==> src/design/hrsw_pkg.sv <==
// Shared types and constants of the hash ring successor walk.
`timescale 1ns / 1ps
package hrsw_pkg;

	localparam int VNODES_DEF = 1024;
	localparam int NODES_DEF  = 16;

	localparam int ENTRY_INDEX_W = 10;
	localparam int ID_W          = 64;
	localparam int OWNER_W       = 4;
	localparam int VNODE_IDX_W   = 10;
	localparam int LIMIT_W       = 5;
	localparam int OWNER_SLOTS   = 16;

	localparam int IN_DATA_W  = 144;
	localparam int OUT_DATA_W = 16;
	localparam int CFG_IDX_W  = 1;
	localparam int CFG_DATA_W = 11;

	localparam logic FUNC_LOAD   = 1'b0;
	localparam logic FUNC_LOOKUP = 1'b1;

	localparam logic [CFG_IDX_W-1:0] CFG_VNODE_COUNT = 1'b0;
	localparam logic [CFG_IDX_W-1:0] CFG_NODE_COUNT  = 1'b1;

	typedef enum logic [2:0] {
		S_IDLE,
		S_SRCH,
		S_CMP,
		S_WRD,
		S_WEV,
		S_FIN
	} state_t;

	typedef struct packed {
		logic load;
		logic start;
		logic srch_rd;
		logic srch_upd;
		logic walk_init;
		logic walk_rd;
		logic walk_step;
		logic walk_take;
		logic fin_push;
	} cmd_t;

	typedef struct packed {
		logic srch_more;
		logic walk_more;
		logic is_new;
		logic pend_valid;
		logic out_free;
	} sts_t;

endpackage

==> src/design/hrsw_ctrl.sv <==
// Sequencer of the ring lookup: request intake, binary search and clockwise walk.
`timescale 1ns / 1ps
module hrsw_ctrl (
	input  logic          clk,
	input  logic          arst_n,
	input  logic          in_valid,
	input  logic          in_func,
	output logic          in_ready,
	input  hrsw_pkg::sts_t sts,
	output hrsw_pkg::cmd_t cmd
);
	import hrsw_pkg::*;

	state_t state_q;
	state_t state_nxt;

	always_ff @(posedge clk or negedge arst_n) begin
		if (!arst_n) begin
			state_q <= S_IDLE;
		end else begin
			state_q <= state_nxt;
		end
	end

	always_comb begin
		cmd       = '0;
		in_ready  = 1'b0;
		state_nxt = state_q;
		unique case (state_q)
			S_IDLE: begin
				in_ready = 1'b1;
				if (in_valid) begin
					if (in_func == FUNC_LOAD) begin
						cmd.load = 1'b1;
					end else begin
						cmd.start = 1'b1;
						state_nxt = S_SRCH;
					end
				end
			end
			S_SRCH: begin
				if (sts.srch_more) begin
					cmd.srch_rd = 1'b1;
					state_nxt   = S_CMP;
				end else begin
					cmd.walk_init = 1'b1;
					state_nxt     = S_WRD;
				end
			end
			S_CMP: begin
				cmd.srch_upd = 1'b1;
				state_nxt    = S_SRCH;
			end
			S_WRD: begin
				if (sts.walk_more) begin
					cmd.walk_rd = 1'b1;
					state_nxt   = S_WEV;
				end else begin
					state_nxt = S_FIN;
				end
			end
			S_WEV: begin
				if (!sts.is_new) begin
					cmd.walk_step = 1'b1;
					state_nxt     = S_WRD;
				end else if (!sts.pend_valid || sts.out_free) begin
					cmd.walk_take = 1'b1;
					state_nxt     = S_WRD;
				end
			end
			S_FIN: begin
				// hold until the result register can take the final owner
				if (sts.out_free) begin
					cmd.fin_push = 1'b1;
					state_nxt    = S_IDLE;
				end
			end
			default: begin
				state_nxt = S_IDLE;
			end
		endcase
	end

endmodule

==> config.mk <==
export PLATFORM = sky130hd
export DESIGN_NAME = hrsw_ctrl
export DESIGN_NICKNAME = d
export VERILOG_FILES = /design/src/design/hrsw_pkg.sv /design/src/design/hrsw_ctrl.sv
export SDC_FILE = /design/constraint.sdc
export NUM_CORES = 1
export LEC_CHECK = 0
export ABC_AREA = 1
export BUFFER_PORTS_ARGS = -buffer_cell sky130_fd_sc_hd__buf_2
export CAP_MARGIN = 40
export CORE_AREA = 2 2 39 41
export DETAILED_ROUTE_END_ITERATION = 7
export DIE_AREA = 0 0 41 43
export GPL_ROUTABILITY_DRIVEN = 0
export PLACE_DENSITY = 0.47
export SYNTH_ARGS = -nofsm -noshare
export SYNTH_HDL_FRONTEND = slang
export SYNTH_SLANG_ARGS = --single-unit
==> constraint.sdc <==
create_clock -name clk -period 1.3 [get_ports clk]
set_input_delay 0.195 -clock clk [delete_from_list [all_inputs] [get_ports clk]]
set_output_delay 0.195 -clock clk [all_outputs]
set_load 0.05 [all_outputs]
==> metrics.json <==
{
  "outcome": {
    "outcome": "finished with violations",
    "failed_checks": "setup timing"
  },
  "logic_synthesis": {
    "seq_total_area_yosys": 0.255,
    "syn_avg_cell_area_um2": 6.00,
    "synthDominantAreaCellType": "dfrtp_1",
    "syn_inst": 49,
    "ys_async_sr_fraction": 1.00,
    "postSynth.topFlopCell": "dfrtp_1",
    "post_synth_simple_gate_area": 0.600,
    "warnings_from_yosys": 0,
    "netlist_top_cells_count": "nand2_1, nor2_1, inv_1",
    "synth_fp_nets": 58,
    "synth_adder_area_share": 0,
    "area_share_of_the_leading_cell_type_in_the_synthesized_netlist": 0.255,
    "synth_cell_types": 14,
    "post_synth_main_area_contributors": "dfrtp_1, nand2_1, nor2_1",
    "post_synth_mux_area_share": 0,
    "main_combinational_cell_family_by_area_after_synthesis": "simple AND/OR/NAND/NOR gates",
    "synth_seq_cells": 3,
    "synth_compound_area_frac": 0,
    "synth_edf_count": 0,
    "synth_xor_area_frac": 0,
    "syn-cell-area_um2": 294
  },
  "floorplanning": {
    "die_height_um": 43,
    "placement_rows": 14,
    "initial_core_util": 0.212,
    "die-width_um": 41,
    "io_pins": 19,
    "design.die.area_um2": 1760,
    "core-area_um2": 1380
  },
  "worst_setup_path": {
    "cpMaxStageDelayCell": "dfrtp_2",
    "cells_traversed_along_the_worst_timing_path": "nor2_4, nand2_2, inv_2, nand2_2, nor2_4, buf_6",
    "critical-path-top-delay-family": "flip-flops",
    "sort_of_element_at_the_start_of_the_critical_path": "flop",
    "timing.critical_path.to_type": "primary output",
    "cpPeakStageDelay_ps": 420,
    "arrival_ps": 1270,
    "critical_path_required_ps": 1110,
    "cp.buffers_inverters": 2,
    "crit_fanout": 3,
    "timing.setup.critical_path_class": "reg2out"
  },
  "global_route": {
    "grt_start_max_net_pins": 5,
    "global_route.usage.total": 0.140,
    "grt_pass1_vias": 436,
    "grt.overflow.total": 0,
    "antenna_found_initial": 0,
    "grt_first_pass_wirelength_um": 1590
  },
  "final_layout": {
    "register_area_um2": 77.6,
    "final.fill_count": 135,
    "areaGrowthSynthToFinish_pct": 159,
    "multi_input_area_um2": 280,
    "antenna-diode-count": 0,
    "design.final.nets": 99,
    "reg.largest.list": "state_q (3)",
    "finish.instance_area_um2": 762,
    "largest_register_ff_count": 3,
    "largest_reg_by_ff_count": "state_q",
    "layout.cells.non_filler": 105,
    "final_layout_size_suffix_gt1_frac": 0.742
  },
  "drt": {
    "drt_via_density": 4.28,
    "routedWlPerCell_um": 9.23,
    "antenna_violating_nets_post_route": 0,
    "postRouteWirelength_um": 969,
    "vias": 449,
    "dr.pass1.iters": 3,
    "drc_markers": 0,
    "drt_iter0_markers": 1
  },
  "place": {
    "dpl_cell_area_um2": 543,
    "placed_wire_length_estimate_after_detailed_placement_um": 717,
    "inst_count_dp": 91,
    "io_buffers": 18
  },
  "power": {
    "cellPowerDensity_nw_per_um2": 2450,
    "combPwrFrac": 0.803,
    "cell_internal_pwr_w": 0.000917,
    "total_power_w": 0.00186,
    "static-leakage-power_nw": 0.387,
    "sequentialPowerShare": 0.110,
    "ir_worst_vdd_v": 0.000901,
    "netsw_w": 0.000948,
    "swShare": 0.508,
    "clk_network_pwr_share": 0.087
  },
  "run": {
    "max-cap-violations": 0
  },
  "clock_network": {
    "tritoncts.num_buffers": 3,
    "clock-root-buffer": "clkbuf_4",
    "clock_insertion_delay_worst_skew_ps": 230,
    "clk_pin_slew_ps": 40,
    "cts_tree": "yes",
    "htree_num_levels": 1,
    "buffer_levels_on_the_longest_clock_path": 2,
    "cts.sink_count": 3
  },
  "timing": {
    "finalWorstSetupSlack_ps": -161,
    "timing.final.crit_share": 1.12,
    "clock-skew-final_ps": 2.09,
    "rsz_0062_raised_after_global_routing": "yes",
    "min_period_ps": 1460,
    "timing.slew.headroom": 0.877,
    "drv_slew": 0,
    "max_freq_mhz": 685,
    "setup_viol_count_final": 12,
    "report.final.hold_viol_count": 0,
    "final.setup.tns_ps": -957,
    "tightest_slew_ps": 184,
    "hold_slack_ps": 287
  },
  "min_path": {
    "min-delay-path-class": "in2async"
  }
}
==> cells in the final DEF (no fill, tap or decap), types with 3 or more instances in the layout <==
cell type and n:
buf_2 8, buf_4 16, buf_6 10, clkbuf_4 3, inv_1 5, inv_2 4, nand2_1 7, nand2_4 3
nand3_1 3, nor2_1 3, nor2_2 3, nor2_4 8, nor3_4 3
==> through the flow <==
stage | util | setup WS, ps
final | 0.551 | -161
after global routing | 0.551 | -218
after floorplan | - | -123
after CTS | 0.524 | -166
after global placement | 0.392 | -15.7
after detailed placement | 0.392 | -26.7
==> worst reg2reg max path, cell delays in order, from the launching register on <==
cell and delay (ps):
dfrtp_2 420, nor2_4 160, nand2_2 100, buf_4 140, buf_4 130, nor2_4 120
buf_4 120, nor3_2 30
==> timing repair <==
action                                  CTS  global route
hold buffers                              1             0
gates resized for setup                  27             8
endpoints found under the hold margin     3             0
endpoints found under the setup margin   10            11
pin swaps                                 5             4
buffers inserted                          7             2
==> power by group through the flow <==
stage	combinational, W	sequential (W)	clock (W)
floorplan	0.000818	0.000193	0
global placement	0.00111	0.000199	0
detailed placement	0.00110	0.000200	0
CTS	0.00142	0.000199	0.000167
global route	0.00161	0.000211	0.000175
finish	0.00150	0.000206	0.000162
==> final cells by class <==
type,instances,share of cell area
timing repair buffer,37,0.411
multi-input combinational,35,0.368
sequential,3,0.102
inverter,10,0.0591
clock buffer,4,0.0345
tap,16,0.0263
==> path summary, 6_finish.rpt <==
kind                                         from                endpoint  slack [ps]  cells after the start
setup / recovery           state_q[0]$_DFFE_PN0P_                  cmd[1]        -160                      6
hold / removal                             arst_n  state_q[2]$_DFFE_PN0P_         290                      2
setup reg to reg           state_q[0]$_DFFE_PN0P_  state_q[1]$_DFFE_PN0P_         -30                      7
hold reg to reg            state_q[2]$_DFFE_PN0P_  state_q[1]$_DFFE_PN0P_         820                      4
max in group asynchronous                  arst_n  state_q[0]$_DFFE_PN0P_         890                      2
min in group clk                           sts[0]  state_q[0]$_DFFE_PN0P_         390                      4
==> per-layer routing <==
metal / GRT usage / wire (um) / vias up
met5: 0 / 0 / -
met3: 0.0471 / 56 / 2
met4: 0.100 / 14 / 0
met2: 0.222 / 535 / 16
li1: - / - / 229
met1: 0.141 / 363 / 202
==> logic make-up after synthesis <==
group | Yosys count
AND/OR/NAND/NOR | 35
buffers and inverters | 11
flip-flops | 3
Power figures use the tool's default switching activity.
